[config.mk]
export PLATFORM = sky130hd
export DESIGN_NAME = elias_gamma_int_encoder
export DESIGN_NICKNAME = d
export VERILOG_FILES = /design/src/rtl/core/egenc_pkg.sv /design/src/rtl/core/egenc_front.sv /design/src/rtl/core/egenc_fifo.sv /design/src/rtl/core/egenc_back.sv /design/src/rtl/core/elias_gamma_int_encoder.sv
export SDC_FILE = /design/constraint.sdc
export NUM_CORES = 1
export LEC_CHECK = 0
export BUFFER_PORTS_ARGS = -buffer_cell sky130_fd_sc_hd__buf_2
export CAP_MARGIN = 20
export CORE_MARGIN = 8
export CORE_UTILIZATION = 65
export CTS_CLUSTER_SIZE = 28
export DETAILED_ROUTE_END_ITERATION = 16
export PLACE_DENSITY = 0.83
export SYNTH_ARGS = -nofsm -noshare
export SYNTH_HDL_FRONTEND = slang
export SYNTH_SLANG_ARGS = --single-unit
[constraint.sdc]
create_clock -name i_clk -period 15.2 [get_ports i_clk]
set_input_delay 3.04 -clock i_clk [delete_from_list [all_inputs] [get_ports i_clk]]
set_output_delay 3.04 -clock i_clk [all_outputs]
set_load 0.02 [all_outputs]
[src/rtl/core/egenc_pkg.sv]
// shared constants, queue entry and status types for the elias gamma encoder
// no dependencies
`timescale 1ns / 1ps

package egenc_pkg;

    localparam int VALUE_BITS  = 32;
    localparam int CODE_BITS   = 2 * VALUE_BITS;
    localparam int CODE_BYTES  = (CODE_BITS + 7) / 8;
    localparam int LEN_W       = $clog2(VALUE_BITS);
    localparam int SH_W        = LEN_W + 1;
    localparam int IDX_W       = $clog2(CODE_BYTES);
    localparam int QUEUE_DEPTH = 2;
    localparam int QPTR_W      = $clog2(QUEUE_DEPTH);
    localparam int QCNT_W      = $clog2(QUEUE_DEPTH + 1);

    // one classified item waiting for the byte sequencer
    typedef struct packed {
        logic [CODE_BITS-1:0] code;
        logic [IDX_W-1:0]     nlast;
        logic                 err;
    } t_code_entry;

    typedef struct packed {
        logic full;
        logic empty;
    } t_fifo_status;

    typedef struct packed {
        logic busy;
    } t_back_status;

endpackage

[src/rtl/core/egenc_front.sv]
// front end: accepts values, maps them to code numbers and builds the gamma code word
// depends on egenc_pkg
`timescale 1ns / 1ps

module egenc_front (
    input  logic                             i_clk,
    input  logic                             i_rst_n,
    input  logic                             i_valid,
    output logic                             o_stall,
    input  logic [egenc_pkg::VALUE_BITS-1:0] i_value,
    input  logic                             i_signed_mode,
    input  egenc_pkg::t_fifo_status          i_fifo_status,
    output logic                             o_push,
    output egenc_pkg::t_code_entry           o_entry
);

    localparam int VB = egenc_pkg::VALUE_BITS;

    logic                            r_v1;
    logic [VB-1:0]                   r_num1;
    logic                            r_err1;
    logic                            r_v2;
    logic [VB-1:0]                   r_num2;
    logic [egenc_pkg::LEN_W-1:0]     r_len2;
    logic                            r_err2;

    logic                            adv1;
    logic                            adv2;
    logic [VB-1:0]                   raw;
    logic                            neg;
    logic [VB-1:0]                   mag;
    logic [VB-1:0]                   n_num;
    logic                            n_err;
    logic [egenc_pkg::LEN_W-1:0]     n_len;
    logic [VB-1:0]                   rev;
    logic [egenc_pkg::SH_W-1:0]      shamt;
    logic [egenc_pkg::CODE_BITS-1:0] code;

    assign adv2    = !r_v2 || !i_fifo_status.full;
    assign adv1    = !r_v1 || adv2;
    assign o_stall = !adv1;

    // code number from value and mode
    always_comb begin
        raw = i_value;
        neg = raw[VB-1];
        mag = ~raw + VB'(1);
        n_err = 1'b0;
        if (!i_signed_mode) begin
            n_num = raw + VB'(1);
            n_err = neg;
        end else if (neg) begin
            n_num = {mag[VB-2:0], 1'b0};
            n_err = (raw == {1'b1, {(VB-1){1'b0}}});
        end else begin
            n_num = {raw[VB-2:0], 1'b1};
        end
        if (n_err) begin
            n_num = VB'(1);
        end
    end

    // position of the leading one
    always_comb begin
        n_len = '0;
        for (int i = 0; i < VB; i++) begin
            if (r_num1[i]) begin
                n_len = egenc_pkg::LEN_W'(i);
            end
        end
    end

    // reversed number sits in the top half; one right shift puts bit len at code bit len
    always_comb begin
        for (int i = 0; i < VB; i++) begin
            rev[i] = r_num2[VB-1-i];
        end
        shamt = egenc_pkg::SH_W'(egenc_pkg::CODE_BITS - 1) - {r_len2, 1'b0};
        code  = {rev, {VB{1'b0}}} >> shamt;
    end

    always_comb begin
        o_push        = r_v2 && !i_fifo_status.full;
        o_entry.code  = r_err2 ? '0 : code;
        o_entry.nlast = r_err2 ? '0 : egenc_pkg::IDX_W'(r_len2 >> 2);
        o_entry.err   = r_err2;
    end

    always_ff @(posedge i_clk) begin
        if (!i_rst_n) begin
            r_v1 <= 1'b0;
            r_v2 <= 1'b0;
        end else begin
            if (adv1) begin
                r_v1 <= i_valid;
            end
            if (adv2) begin
                r_v2 <= r_v1;
            end
        end
    end

    always_ff @(posedge i_clk) begin
        if (adv1) begin
            r_num1 <= n_num;
            r_err1 <= n_err;
        end
        if (adv2) begin
            r_num2 <= r_num1;
            r_len2 <= n_len;
            r_err2 <= r_err1;
        end
    end

endmodule

[src/rtl/core/egenc_fifo.sv]
// short queue between the front end and the byte sequencer
// depends on egenc_pkg
`timescale 1ns / 1ps

module egenc_fifo (
    input  logic                    i_clk,
    input  logic                    i_rst_n,
    input  logic                    i_push,
    input  egenc_pkg::t_code_entry  i_entry,
    input  logic                    i_pop,
    output egenc_pkg::t_code_entry  o_entry,
    output egenc_pkg::t_fifo_status o_status
);

    egenc_pkg::t_code_entry            r_mem [egenc_pkg::QUEUE_DEPTH];
    logic [egenc_pkg::QPTR_W-1:0]      r_wr;
    logic [egenc_pkg::QPTR_W-1:0]      r_rd;
    logic [egenc_pkg::QCNT_W-1:0]      r_cnt;
    logic [egenc_pkg::QCNT_W-1:0]      n_cnt;

    assign o_status.full  = (r_cnt == egenc_pkg::QCNT_W'(egenc_pkg::QUEUE_DEPTH));
    assign o_status.empty = (r_cnt == '0);
    assign o_entry        = r_mem[r_rd];

    always_comb begin
        n_cnt = r_cnt;
        case ({i_push, i_pop})
            2'b10:   n_cnt = r_cnt + egenc_pkg::QCNT_W'(1);
            2'b01:   n_cnt = r_cnt - egenc_pkg::QCNT_W'(1);
            default: n_cnt = r_cnt;
        endcase
    end

    always_ff @(posedge i_clk) begin
        if (!i_rst_n) begin
            r_wr  <= '0;
            r_rd  <= '0;
            r_cnt <= '0;
        end else begin
            r_cnt <= n_cnt;
            if (i_push) begin
                r_wr <= (r_wr == egenc_pkg::QPTR_W'(egenc_pkg::QUEUE_DEPTH - 1)) ? '0
                        : r_wr + egenc_pkg::QPTR_W'(1);
            end
            if (i_pop) begin
                r_rd <= (r_rd == egenc_pkg::QPTR_W'(egenc_pkg::QUEUE_DEPTH - 1)) ? '0
                        : r_rd + egenc_pkg::QPTR_W'(1);
            end
        end
    end

    always_ff @(posedge i_clk) begin
        if (i_push) begin
            r_mem[r_wr] <= i_entry;
        end
    end

endmodule

[src/rtl/core/egenc_back.sv]
// byte sequencer: unloads queued code words one byte per beat into the output register
// depends on egenc_pkg
`timescale 1ns / 1ps

module egenc_back (
    input  logic                     i_clk,
    input  logic                     i_rst_n,
    input  egenc_pkg::t_code_entry   i_entry,
    input  egenc_pkg::t_fifo_status  i_fifo_status,
    output logic                     o_pop,
    output egenc_pkg::t_back_status  o_status,
    output logic                     o_valid,
    input  logic                     i_stall,
    output logic [7:0]               o_out_byte,
    output logic                     o_last,
    output logic                     o_error
);

    logic                            r_busy;
    logic [egenc_pkg::CODE_BITS-1:0] r_code;
    logic [egenc_pkg::IDX_W-1:0]     r_idx;
    logic [egenc_pkg::IDX_W-1:0]     r_nlast;
    logic                            r_err;
    logic                            r_ov;
    logic [7:0]                      r_byte;
    logic                            r_last;
    logic                            r_oerr;

    logic                            slot_free;
    logic                            emit;
    logic                            fin;
    logic                            n_busy;

    always_comb begin
        slot_free = !r_ov || !i_stall;
        emit      = r_busy && slot_free;
        fin       = emit && (r_idx == r_nlast);
        o_pop     = !i_fifo_status.empty && (!r_busy || fin);
        n_busy    = o_pop ? 1'b1 : (fin ? 1'b0 : r_busy);
    end

    assign o_status.busy      = r_busy;
    assign o_valid            = r_ov;
    assign o_out_byte         = r_byte;
    assign o_last             = r_last;
    assign o_error            = r_oerr;

    always_ff @(posedge i_clk) begin
        if (!i_rst_n) begin
            r_busy <= 1'b0;
            r_ov   <= 1'b0;
            r_idx  <= '0;
        end else begin
            r_busy <= n_busy;
            if (slot_free) begin
                r_ov <= r_busy;
            end
            if (o_pop) begin
                r_idx <= '0;
            end else if (emit) begin
                r_idx <= r_idx + egenc_pkg::IDX_W'(1);
            end
        end
    end

    always_ff @(posedge i_clk) begin
        if (o_pop) begin
            r_code  <= i_entry.code;
            r_nlast <= i_entry.nlast;
            r_err   <= i_entry.err;
        end else if (emit) begin
            r_code <= r_code >> 8;
        end
        if (emit) begin
            r_byte <= r_code[7:0];
            r_last <= (r_idx == r_nlast);
            r_oerr <= r_err;
        end
    end

endmodule

[src/rtl/core/elias_gamma_int_encoder.sv]
// top level of the elias gamma integer encoder: front end, queue, byte sequencer
// depends on egenc_pkg, egenc_front, egenc_fifo, egenc_back
`timescale 1ns / 1ps

// usage
// input channel: i_valid / o_stall carry i_value (signed) and i_signed_mode; a beat is
// taken when i_valid is high and o_stall is low
// output channel: o_valid / i_stall carry o_out_byte, o_last and o_error; each value
// gives floor(L/4)+1 bytes (L = floor(log2 N), so 1 to 8), code bits from bit 0 up,
// o_last on the final byte
// a negative value in unsigned mode, or the most negative value in signed mode, gives
// one byte of zero with o_last and o_error set
// the first byte of a value passes the two front stages, the queue write and the
// sequencer load before it is presented on the output
// throughput: the sequencer sends one byte per cycle while i_stall is low, with no
// gap between queued values; the front end takes a value per cycle until the
// two-entry queue fills
// a stalled output holds its byte; the sequencer and then the front end back up behind
// it and o_stall rises once both front stages and the queue are full
// reset (i_rst_n low at a clock edge) empties the pipeline and the queue; no clearing
// pass follows

module elias_gamma_int_encoder (
    input  logic                             i_clk,
    input  logic                             i_rst_n,
    input  logic                             i_valid,
    output logic                             o_stall,
    input  logic [egenc_pkg::VALUE_BITS-1:0] i_value,
    input  logic                             i_signed_mode,
    output logic                             o_valid,
    input  logic                             i_stall,
    output logic [7:0]                       o_out_byte,
    output logic                             o_last,
    output logic                             o_error
);

    egenc_pkg::t_code_entry  push_entry;
    egenc_pkg::t_code_entry  head_entry;
    egenc_pkg::t_fifo_status fifo_status;
    egenc_pkg::t_back_status back_status;
    logic                    push;
    logic                    pop;

    egenc_front u_front (
        .i_clk         (i_clk),
        .i_rst_n       (i_rst_n),
        .i_valid       (i_valid),
        .o_stall       (o_stall),
        .i_value       (i_value),
        .i_signed_mode (i_signed_mode),
        .i_fifo_status (fifo_status),
        .o_push        (push),
        .o_entry       (push_entry)
    );

    egenc_fifo u_fifo (
        .i_clk    (i_clk),
        .i_rst_n  (i_rst_n),
        .i_push   (push),
        .i_entry  (push_entry),
        .i_pop    (pop),
        .o_entry  (head_entry),
        .o_status (fifo_status)
    );

    egenc_back u_back (
        .i_clk         (i_clk),
        .i_rst_n       (i_rst_n),
        .i_entry       (head_entry),
        .i_fifo_status (fifo_status),
        .o_pop         (pop),
        .o_status      (back_status),
        .o_valid       (o_valid),
        .i_stall       (i_stall),
        .o_out_byte    (o_out_byte),
        .o_last        (o_last),
        .o_error       (o_error)
    );

    // error results are a single empty byte
    a_error_single: assert property (@(posedge i_clk) disable iff (!i_rst_n)
        o_valid && o_error |-> o_last && (o_out_byte == 8'd0))
        else $error("error beat is not a single zero byte");

    // a waiting queue entry is picked up by an idle sequencer
    a_idle_pickup: assert property (@(posedge i_clk) disable iff (!i_rst_n)
        !fifo_status.empty && !back_status.busy |=> back_status.busy)
        else $error("sequencer left a queued value waiting");

    // bytes of one value follow back to back
    a_no_gap: assert property (@(posedge i_clk) disable iff (!i_rst_n)
        o_valid && !o_last && !i_stall |=> o_valid)
        else $error("gap inside a value's code bytes");

    // nothing is written into a full queue
    a_no_overflow: assert property (@(posedge i_clk) disable iff (!i_rst_n)
        fifo_status.full && !pop |=> $stable(fifo_status.full) && !fifo_status.empty)
        else $error("queue lost its contents while full");

endmodule
==> Implementation_results.wiki, run 1 <==
{| class="wikitable"
! Metric !! Value
|-
| Outcome || complete, no violations
|-
| Worst setup endpoint || u_front.r_num1[2]$_SDFFCE_PP0N_
|-
| Kind of critical path || in2reg
|-
| Final estimated routing congestion in global placement || 0.926
|-
| Cell family contributing the most delay on the critical path || simple AND/OR/NAND/NOR gates
|-
| FF-to-FF path depth || 6
|-
| Reg-to-reg critical path endpoint || u_fifo.r_mem[1][4]$_DFFE_PP_
|-
| Clock tree from TritonCTS || yes
|-
| Total Routing Usage GR || 21.3%
|-
| Area occupied by multi-input gates || 5200 um2
|-
| Number of enable flip-flop cells after synthesis || 282
|-
| Part of the total power dissipated in sequential elements || 47.8%
|-
| Cts bufs inserted || 28
|-
| CTS HTree Levels || 1
|-
| Top routing layer used || met4
|-
| Measured slew at the worst slew-check pin || 1.07 ns
|-
| Time the worst path needs with I/O delays and setup || 5.07 ns
|-
| Synth top area share || 59.2%
|-
| Type of element capturing the critical path || flip-flop
|-
| Clock skew after layout || 0.00869 ns
|-
| Number of buffers and inverters on the critical path || 3
|-
| Global-route wire length before repair || 46000 um
|-
| Boundary Pins || 49
|-
| Input/output buffers || 48
|-
| Critical path's largest stage delay || 0.65 ns
|-
| Post-synthesis cell count || 1206
|-
| Area of the die || 27000 um2
|-
| Clock-pin slew of the registers on the worst-case setup and hold paths || 0.06 ns
|-
| Post-synth net total || 1247
|-
| Library cell with the largest summed area after synthesis || sky130_fd_sc_hd__edfxtp_1
|-
| Total of cells resized after clock tree synthesis || 0
|-
| Relative max-transition margin || 28.8%
|-
| Count of antenna-violating nets left after detailed routing || 0
|-
| Starting DRT DRC Count || 813
|-
| Source of the critical timing path || i_value[0]
|-
| Share of the yosys chip area belonging to registers || 60.9%
|-
| CP Cell Sequence || buf_2, inv_1, ha_1, nor3b_1, nand3b_1, nor4_4, a21oi_2, clkinv_2, a211oi_1
|-
| IR Drop Worst-Case VDD || 171 uV
|-
| Number of buffers added to fix hold violations after cts || 0
|-
| Net count of the finished layout || 1260
|-
| CP startpoint kind || primary input
|-
| Setup repair after global routing missed its margin || false
|-
| Most numerous cell in the Yosys netlist || sky130_fd_sc_hd__edfxtp_1
|-
| Avg Vias per Cell || 6.14
|-
| # setup viols final || 0
|-
| Post-detailed-route DRC marker count || 0
|-
| Global route total overflow || 0
|-
| Cell-internal power || 1.79 mW
|-
| Die boundary width || 164 um
|-
| Site Rows || 54
|-
| Post-synthesis cell type count || 59
|-
| Arrival time of data at the critical path endpoint || 5.31 ns
|-
| DPL Wire Length || 19300 um
|-
| Crit path required time || 15.43 ns
|-
| Maximum clock rate || 197 MHz
|-
| CTS root buffer || sky130_fd_sc_hd__clkbuf_16
|-
| Routed Wire Length || 28500 um
|-
| Maxcap violations || 0
|-
| Fin crit share || 33.4%
|-
| Ranking of synthesized cells by instance count || sky130_fd_sc_hd__edfxtp_1, sky130_fd_sc_hd__nand2_1, sky130_fd_sc_hd__nor2_1, sky130_fd_sc_hd__mux2i_1, sky130_fd_sc_hd__o21ai_0
|-
| Starting density of the core || 65.9%
|-
| Ratio of cells with drive above 1 in the final layout || 12.5%
|-
| Number of sinks handled by clock tree synthesis || 294
|-
| Total of fill cells in the finished design || 1405
|-
| Post-synthesis sequential element count || 294
|-
| Area taken by flip-flops and latches || 8710 um2
|-
| CORE AREA || 21700 um2
|-
| Routed met3 length || 1480 um
|-
| Hold/Removal Path Class || reg2reg
|-
| Drt first pass iters || 5
|-
| Critical-path cell with the highest stage delay || sky130_fd_sc_hd__nor3b_1
|-
| Pwr/cell area || 163 nW/um2
|-
| Slew Viols, Final || 0
|-
| Leakage Power || 5.56 nW
|-
| Number of setup buffers added after CTS || 0
|-
| Largest net degree at the start of global routing || 86
|-
| Clock latency on the worst-skew pair || 0.54 ns
|-
| Number of antenna violations at the first check in global routing || 0
|-
| Asr flop ratio synth || 0%
|-
| Final Hold Slack || 0.421 ns
|-
| Proportion of power drawn by the clock network || 27.6%
|-
| Setup slack of the worst register-to-register path || 12.46 ns
|-
| Comb pwr share || 24.5%
|-
| Yosys Warn Count || 0
|-
| Post-synthesis area per instance || 11.9 um2
|-
| Routed wl met2 || 14100 um
|-
| Height of the chip || 164 um
|-
| Max Buffers Root-to-Sink || 3
|-
| Worst hold path startpoint || u_back.r_code[6]$_DFFE_PP_
|-
| Tot Pwr || 2.55 mW
|-
| Post-Syn Area || 14300 um2
|-
| Top cells by area in the synthesized netlist || sky130_fd_sc_hd__edfxtp_1, sky130_fd_sc_hd__mux2i_1, sky130_fd_sc_hd__o21ai_0
|-
| Sum of negative setup slack || 0 ns
|-
| Post-DR wirelength/cell || 18.7 um
|-
| Sum of routed wire segments on met1 || 11900 um
|-
| Routed via count || 9335
|-
| Prevailing post-synth register cell || sky130_fd_sc_hd__edfxtp_1
|-
| Final Hold Viols || 0
|-
| Layout area overhead || 9.48%
|-
| Net switching power of the design || 0.761 mW
|-
| Number of global-route vias before repair || 9069
|-
| Crit. path cell count || 9
|-
| Reg-to-reg startpoint || u_front.r_len2[0]$_SDFFCE_PP1P_
|-
| Critical path peak fanout || 23
|-
| Switching Share || 29.9%
|-
| Antenna diode count || 0
|}
## cell usage in the layout, fill, tap and decap left out, drive strengths merged, types with 10 or more instances in the layout
cell type  instances
nand2b            13
clkbuf            40
inv               22
buf               62
mux2              27
a211oi            19
clkinv            10
dfxtp             12
edfxtp           282
nor2b             11
o31ai             10
nand3             22
nor4              13
nor3              19
o22ai             16
o21ai            103
nand2            130
xor2              26
xnor2             29
nor2             117
a21oi             48
mux2i            105
## worst register-to-register path: stages, from the launching register on
cell                       delay, ns
sky130_fd_sc_hd__edfxtp_1       0.33
sky130_fd_sc_hd__buf_4          0.48
sky130_fd_sc_hd__mux2_2         0.48
sky130_fd_sc_hd__o21ai_0        0.51
sky130_fd_sc_hd__o21ai_0        0.26
sky130_fd_sc_hd__o21ai_0        0.28
sky130_fd_sc_hd__nor2_1         0.13
## worst min path at each step
stage	end	cells after the start
floorplan	u_back.o_error$_DFFE_PP_	0
global placement	u_back.o_out_byte[5]$_DFFE_PP_	0
detailed placement	u_back.o_out_byte[6]$_DFFE_PP_	0
CTS	u_back.o_out_byte[6]$_DFFE_PP_	0
global route	u_front.r_err2$_DFFE_PP_	0
finish	u_back.o_out_byte[6]$_DFFE_PP_	0
## final cells by class
type | instances | area share [%]
repair buffers | 62 | 2.21
flip-flops and latches | 294 | 55.7
clock inverters | 12 | 0.879
well taps | 280 | 2.24
inverters | 24 | 0.584
clock buffers | 40 | 5.22
multi-input cells | 809 | 33.2
## state kept, by name, indices dropped and copies added, names as in the netlist, named ones only
register and flops:
u_back.o_valid 1, u_back.r_code 63, u_front.r_num1 32, u_front.r_err1 1
u_fifo.r_cnt 2, u_back.o_status 1, u_front.r_num2 32, u_fifo.r_wr 1
u_back.r_nlast 3, u_back.o_error 1, u_front.r_err2 1, u_back.o_last 1
u_back.o_out_byte 8, u_front.r_v2 1, u_front.r_len2 5, u_fifo.r_mem 134
u_back.r_idx 3, u_fifo.r_rd 1, u_back.r_err 1, u_front.r_v1 1
## routing by layer
layer | global-route usage [%] | up-vias
met5 | 0 | -
met4 | 8.97 | 0
met3 | 2.53 | 79
met2 | 36.3 | 322
met1 | 27.1 | 4445
li1 | - | 4489
## through the flow
stage	utilization [%]	cells	setup slack [ns]	instance area (um2)
floorplan	-	1206	9.04	14300
CTS	72.2	1521	10.10	15700
global route	72.2	1521	9.89	15700
global placement	67.8	1469	9.68	14700
detailed placement	67.8	1469	9.59	14700
finish	72.2	1521	10.13	15700
## logic make-up (layout without fill, tap and decap cells)
family	count (synthesis)	in the layout	synth area share, %
AOI/OAI and AO/OA	244	244	10.2
xor gates and xnor gates	55	55	3.37
and+or+nand+nor	368	368	11.7
buffers and inverters	103	138	2.95
DFF	294	294	60.9
adders and majority gates	4	4	0.350
muxes	138	138	10.4
## power by group through the flow
stage | registers (mW) | clock network (mW) | logic [mW]
floorplan | 1.24 | 0 | 0.453
finish | 1.22 | 0.704 | 0.625
global route | 1.23 | 0.745 | 0.697
detailed placement | 1.23 | 0 | 0.623
global placement | 1.22 | 0 | 0.602
CTS | 1.22 | 0.714 | 0.630
No activity file was read; power rests on OpenSTA's default activity.
==> inputs of run 2 (changes only) <==
Settings changed: CORE_UTILIZATION 65 to 62, PLACE_DENSITY 0.83 to 0.8.
Clock period 15.2 ns to 5.2 ns, I/O delays scaled along.
==> run 2 against run 1 <==
Against the previous run: design area rose by 0.68%; non-clock buffer count increased by 4; clock skew is 0.0063 ns higher; critical endpoint is now u_fifo.r_mem[1][4]$_DFFE_PP_; largest power group unchanged.
==> Implementation_results.wiki, run 2 (synthesized netlist as in run 1, its figures left out) <==
{| class="wikitable"
! Metric !! Value
|-
| Biggest regs || u_fifo.r_mem (134), u_back.r_code (63)
|-
| Post-placement cell area || 14700 um2
|-
| Routed met3 length || 1750 um
|-
| Routed Wire Length || 30200 um
|-
| Starting DRT DRC Count || 776
|-
| Final estimated routing congestion in global placement || 0.965
|-
| Clock latency on the worst-skew pair || 0.55 ns
|-
| Kind of critical path || reg2reg
|-
| Worst path most repeated cell || sky130_fd_sc_hd__o21ai_0
|-
| DPL Wire Length || 20700 um
|-
| Global route total overflow || 0
|-
| Number of global-route vias before repair || 9270
|-
| Largest net degree at the start of global routing || 121
|-
| Final Hold Viols || 0
|-
| Slew Viols, Final || 0
|-
| Arrival time of data at the critical path endpoint || 3.39 ns
|-
| Net count of the finished layout || 1264
|-
| Site Rows || 55
|-
| Post-DR wirelength/cell || 19.7 um
|-
| Global-route wire length before repair || 48600 um
|-
| CP Cell Sequence || buf_4, mux2_2, o21ai_0, o21ai_0, o21ai_0, nor2_1
|-
| Antenna diode count || 0
|-
| # setup viols final || 0
|-
| Crit path required time || 5.48 ns
|-
| Starting density of the core || 63.1%
|-
| Total non-filler cell area in the finished layout || 15800 um2
|-
| Avg Vias per Cell || 6.16
|-
| Leakage Power || 5.60 nW
|-
| Critical path's largest stage delay || 0.76 ns
|-
| Largest register FFs || 134
|-
| Routed via count || 9420
|-
| Relative max-transition margin || 29.1%
|-
| Sum of routed wire segments on met1 || 12600 um
|-
| Height of the chip || 168 um
|-
| Ratio of cells with drive above 1 in the final layout || 13.3%
|-
| Number of sinks handled by clock tree synthesis || 294
|-
| Pwr/cell area || 484 nW/um2
|-
| Hold/Removal Path Class || reg2reg
|-
| Measured slew at the worst slew-check pin || 1.06 ns
|-
| Input/output buffers || 48
|-
| Number of antenna violations at the first check in global routing || 0
|-
| Number of buffers added to fix hold violations after cts || 0
|-
| Critical path peak fanout || 19
|-
| Maxcap violations || 0
|-
| Post-detailed-route DRC marker count || 0
|-
| Total Routing Usage GR || 21.3%
|-
| Die boundary width || 168 um
|-
| Fin crit share || 59.9%
|-
| Max Buffers Root-to-Sink || 3
|-
| Register with the highest flop count || u_fifo.r_mem
|-
| Final Hold Slack || 0.420 ns
|-
| Outcome || complete, no violations
|-
| Layout area overhead || 10.2%
|-
| Cts bufs inserted || 28
|-
| Setup repair after global routing missed its margin || false
|-
| Top routing layer used || met4
|-
| Most common library cell in the layout ignoring fill and taps || sky130_fd_sc_hd__edfxtp_1
|-
| CP startpoint kind || flip-flop
|-
| Type of element capturing the critical path || flip-flop
|-
| Total of cells resized after clock tree synthesis || 0
|-
| Number of buffers and inverters on the critical path || 1
|-
| Most frequent cells in the layout || sky130_fd_sc_hd__edfxtp_1, sky130_fd_sc_hd__nand2_1, sky130_fd_sc_hd__nor2_1
|-
| Clock skew after layout || 0.0150 ns
|-
| Critical-path cell with the highest stage delay || sky130_fd_sc_hd__edfxtp_1
|-
| Routed wl met2 || 14800 um
|-
| Area of the die || 28200 um2
|-
| Clock-pin slew of the registers on the worst-case setup and hold paths || 0.06 ns
|-
| Clock tree from TritonCTS || yes
|-
| Cell family contributing the most delay on the critical path || compound AO/OA/AOI/OAI gates
|-
| CTS HTree Levels || 1
|-
| Sum of negative setup slack || 0 ns
|-
| Count of antenna-violating nets left after detailed routing || 0
|-
| Maximum clock rate || 321 MHz
|-
| CORE AREA || 22600 um2
|-
| Time the worst path needs with I/O delays and setup || 3.12 ns
|-
| CTS root buffer || sky130_fd_sc_hd__clkbuf_16
|-
| Number of setup buffers added after CTS || 0
|-
| Tot Pwr || 7.62 mW
|-
| Boundary Pins || 49
|-
| Drt first pass iters || 6
|-
| IR Drop Worst-Case VDD || 279 uV
|}
[run 2: path summary, 6_finish.rpt]
check / depth (start not counted) / start / end / slack, ns
max: 6 / u_front.r_len2[0]$_SDFFCE_PP1P_ / u_fifo.r_mem[1][4]$_DFFE_PP_ / 2.08
min reg2reg: 0 / u_front.r_num1[0]$_SDFFCE_PP1N_ / u_front.r_num2[0]$_DFFE_PP_ / 0.42
max reg2reg: 6 / u_front.r_len2[0]$_SDFFCE_PP1P_ / u_fifo.r_mem[1][4]$_DFFE_PP_ / 2.08
min: 0 / u_front.r_num1[0]$_SDFFCE_PP1N_ / u_front.r_num2[0]$_DFFE_PP_ / 0.42
[run 2: power breakdown]
group / switching (mW) / internal [mW] / leakage [nW] / total (mW)
logic: 1.22 / 0.625 / 2.34 / 1.85
clock network: 0.875 / 1.32 / 0.476 / 2.19
registers: 0.211 / 3.37 / 2.78 / 3.58
[run 2: stage by stage]
stage | instances | setup WS (ns) | util [%]
finish | 1530 | 2.08 | 69.6
detailed placement | 1478 | 1.73 | 65.1
CTS | 1530 | 2.14 | 69.6
global route | 1530 | 2.01 | 69.6
global placement | 1478 | 1.79 | 65.1
floorplan | 1206 | 1.26 | -
[run 2: routing by layer]
metal | GRT usage, % | vias up
met5 | 0 | -
met4 | 8.27 | 0
met3 | 2.95 | 79
met2 | 36.6 | 379
met1 | 27.0 | 4452
li1 | - | 4510
[run 2: layout make-up]
cell class	count	area [um2]
Fill cell	1556	6880
Multi-Input combinational cell	809	5200
Timing Repair Buffer	66	388
Tap cell	285	357
Clock buffer	30	729
Inverter	24	91.3
Sequential cell	294	8710
Clock inverter	22	283
==> inputs of run 3 (changes only) <==
Settings changed: CORE_UTILIZATION 62 to 56, PLACE_DENSITY 0.8 to 0.76.
Clock period 5.2 ns to 2.7 ns, I/O delays scaled along.
==> run 3 against run 2 <==
Against the previous run: die area rose by 9.7%; clock power rose by 68%; non-clock buffer count rose by 41; global-route usage fell by 1.3 points; first-iteration DRC count fell by 6.8%; total power rose by 88%; register-to-register slack got worse by 1.7 ns; sequential power rose by 92%; count of clock-buffer cells in the layout rose by 14; worst hold slack got worse by 0.20 ns; routed wire length rose by 3.0%; largest power group unchanged; sequential share of layout area fell by 1.1 points.
==> Implementation_results.wiki, run 3 (synthesized netlist as in run 1, its figures left out) <==
{| class="wikitable"
! Metric !! Value
|-
| Number of antenna violations at the first check in global routing || 0
|-
| Net count of the finished layout || 1306
|-
| CP startpoint kind || flip-flop
|-
| Register with the highest flop count || u_fifo.r_mem
|-
| Layout area overhead || 12.4%
|-
| Post-detailed-route DRC marker count || 0
|-
| Measured slew at the worst slew-check pin || 0.694 ns
|-
| Die boundary width || 176 um
|-
| Number of buffers and inverters on the critical path || 1
|-
| Most frequent cells in the layout || sky130_fd_sc_hd__edfxtp_1, sky130_fd_sc_hd__nand2_1, sky130_fd_sc_hd__nor2_1
|-
| Max Buffers Root-to-Sink || 3
|-
| Site Rows || 58
|-
| Pwr/cell area || 890 nW/um2
|-
| CTS HTree Levels || 1
|-
| Ratio of cells with drive above 1 in the final layout || 15.1%
|-
| Final Hold Slack || 0.223 ns
|-
| Routed Wire Length || 31100 um
|-
| Clock-pin slew of the registers on the worst-case setup and hold paths || 0.06 ns
|-
| Number of cells in the design after placement || 1564
|-
| CP Cell Sequence || buf_12, mux2_2, mux2i_1, o21ai_0, a21oi_1, nor2_1, a31o_2
|-
| Reg-to-reg critical path endpoint || u_fifo.r_mem[1][17]$_DFFE_PP_
|-
| Global routing met3 resource utilization || 2.34%
|-
| Avg Vias per Cell || 5.84
|-
| Arrival time of data at the critical path endpoint || 2.60 ns
|-
| Slew Viols, Final || 0
|-
| DPL Wire Length || 21800 um
|-
| Type of element capturing the critical path || flip-flop
|-
| Largest register FFs || 134
|-
| Post-DR wirelength/cell || 19.2 um
|-
| Number of sinks handled by clock tree synthesis || 294
|-
| Routed via count || 9451
|-
| Fin crit share || 86.1%
|-
| Critical path's largest stage delay || 0.40 ns
|-
| Drt first pass iters || 5
|-
| Maxcap violations || 0
|-
| CTS root buffer || sky130_fd_sc_hd__clkbuf_16
|-
| FF-to-FF path depth || 7
|-
| Most common library cell in the layout ignoring fill and taps || sky130_fd_sc_hd__edfxtp_1
|-
| Time the worst path needs with I/O delays and setup || 2.33 ns
|-
| Setup slack of the worst register-to-register path || 0.37 ns
|-
| Kind of critical path || reg2reg
|-
| Clock latency on the worst-skew pair || 0.53 ns
|-
| Outcome || complete, no violations
|-
| IR Drop Worst-Case VDD || 635 uV
|-
| Biggest regs || u_fifo.r_mem (134), u_back.r_code (63)
|-
| Total Routing Usage GR || 20.0%
|-
| Global route total overflow || 0
|-
| Total of cells resized after clock tree synthesis || 0
|-
| Cts bufs inserted || 29
|-
| CORE AREA || 25100 um2
|-
| Leakage Power || 5.76 nW
|-
| Setup repair after global routing missed its margin || false
|-
| Number of global-route vias before repair || 9365
|-
| Height of the chip || 176 um
|-
| Maximum clock rate || 430 MHz
|-
| Largest net degree at the start of global routing || 121
|-
| Boundary Pins || 49
|-
| Hold worst-path end || u_front.r_v1$_SDFFE_PN0N_
|-
| Input/output buffers || 48
|-
| Number of buffers added to fix hold violations after cts || 0
|-
| Count of antenna-violating nets left after detailed routing || 0
|-
| # setup viols final || 0
|-
| Hold/Removal Path Class || in2reg
|-
| Critical path peak fanout || 42
|-
| Cell family contributing the most delay on the critical path || compound AO/OA/AOI/OAI gates
|-
| Reg-to-reg startpoint || u_front.r_len2[0]$_SDFFCE_PP1P_
|-
| Number of cells in the finished layout apart from fillers || 1617
|-
| Utilization after layout || 64.0%
|-
| Sum of negative setup slack || 0 ns
|-
| Antenna diode count || 0
|-
| Most congested layer reported by global routing || met2
|-
| Clock skew after layout || 0.00868 ns
|-
| Cell depth of the worst hold path || 2
|-
| Total of fill cells in the finished design || 1897
|-
| Met2 Track Usage GR || 35.2%
|-
| Critical-path cell with the highest stage delay || sky130_fd_sc_hd__mux2_2
|-
| Starting density of the core || 56.9%
|-
| Final estimated routing congestion in global placement || 0.911
|-
| Relative max-transition margin || 53.6%
|-
| GR met1 Demand/Resource || 25.5%
|-
| Worst hold path startpoint || i_valid
|-
| Clock tree from TritonCTS || yes
|-
| Area of the die || 30900 um2
|-
| Global-route wire length before repair || 50000 um
|-
| Crit path required time || 2.97 ns
|-
| Number of setup buffers added after CTS || 0
|-
| Final Hold Viols || 0
|-
| Starting DRT DRC Count || 723
|}
==> run 3: cell types whose count changed in the layout (fill, tap and decap cells not counted), moves of 5 or more <==
cell | before | now
sky130_fd_sc_hd__buf_12 | 1 | 8
sky130_fd_sc_hd__buf_4 | 17 | 51
sky130_fd_sc_hd__bufinv_16 | 6 | 1
sky130_fd_sc_hd__clkbuf_1 | 1 | 14
sky130_fd_sc_hd__clkinvlp_4 | 7 | 1
==> run 3: power breakdown <==
group	internal [mW]	leakage (nW)	switching [mW]
Combinational	1.34	2.56	2.38
Clock	2.11	0.418	1.57
Sequential	6.48	2.78	0.417
==> run 3: worst max path at each step <==
stage	start	to	slack [ns]	cells after the start
global placement	i_value[24]	u_front.r_num1[22]$_SDFFCE_PP0N_	0.07	8
detailed placement	i_value[24]	u_front.r_num1[2]$_SDFFCE_PP0N_	0.04	8
floorplan	i_value[22]	u_front.r_num1[14]$_SDFFCE_PP0N_	0.07	8
finish	u_front.r_len2[0]$_SDFFCE_PP1P_	u_fifo.r_mem[1][17]$_DFFE_PP_	0.37	7
global route	u_front.r_len2[1]$_SDFFCE_PP1P_	u_fifo.r_mem[1][30]$_DFFE_PP_	0.24	5
CTS	u_front.r_len2[1]$_SDFFCE_PP1P_	u_fifo.r_mem[1][22]$_DFFE_PP_	0.36	6
==> run 3: final cells by class <==
cell class	instances	area [um2]	area share, %
Clock buffer	44	792	4.93
Inverter	24	91.3	0.569
Timing Repair Buffer	107	783	4.88
Tap cell	330	413	2.57
Multi-Input combinational cell	809	5200	32.4
Sequential cell	294	8710	54.2
Clock inverter	9	73.8	0.460
==> run 3: metrics by stage <==
stage	setup slack, ns	instance area, um2	power (mW)
floorplan	0.0655	14300	9.45
detailed placement	0.0449	15200	10.7
global placement	0.0714	15200	10.5
CTS	0.359	16100	14.4
global route	0.243	16100	15.1
finish	0.374	16100	14.3
==> run 3: metal layers <==
| metal | wire [um] | vias to the layer above |
|---|---|---|
| met1 | 13200 | 4511 |
| met4 | 811 | 0 |
| met3 | 1330 | 62 |
| li1 | - | 4597 |
| met2 | 15700 | 281 |
| met5 | 0 | - |
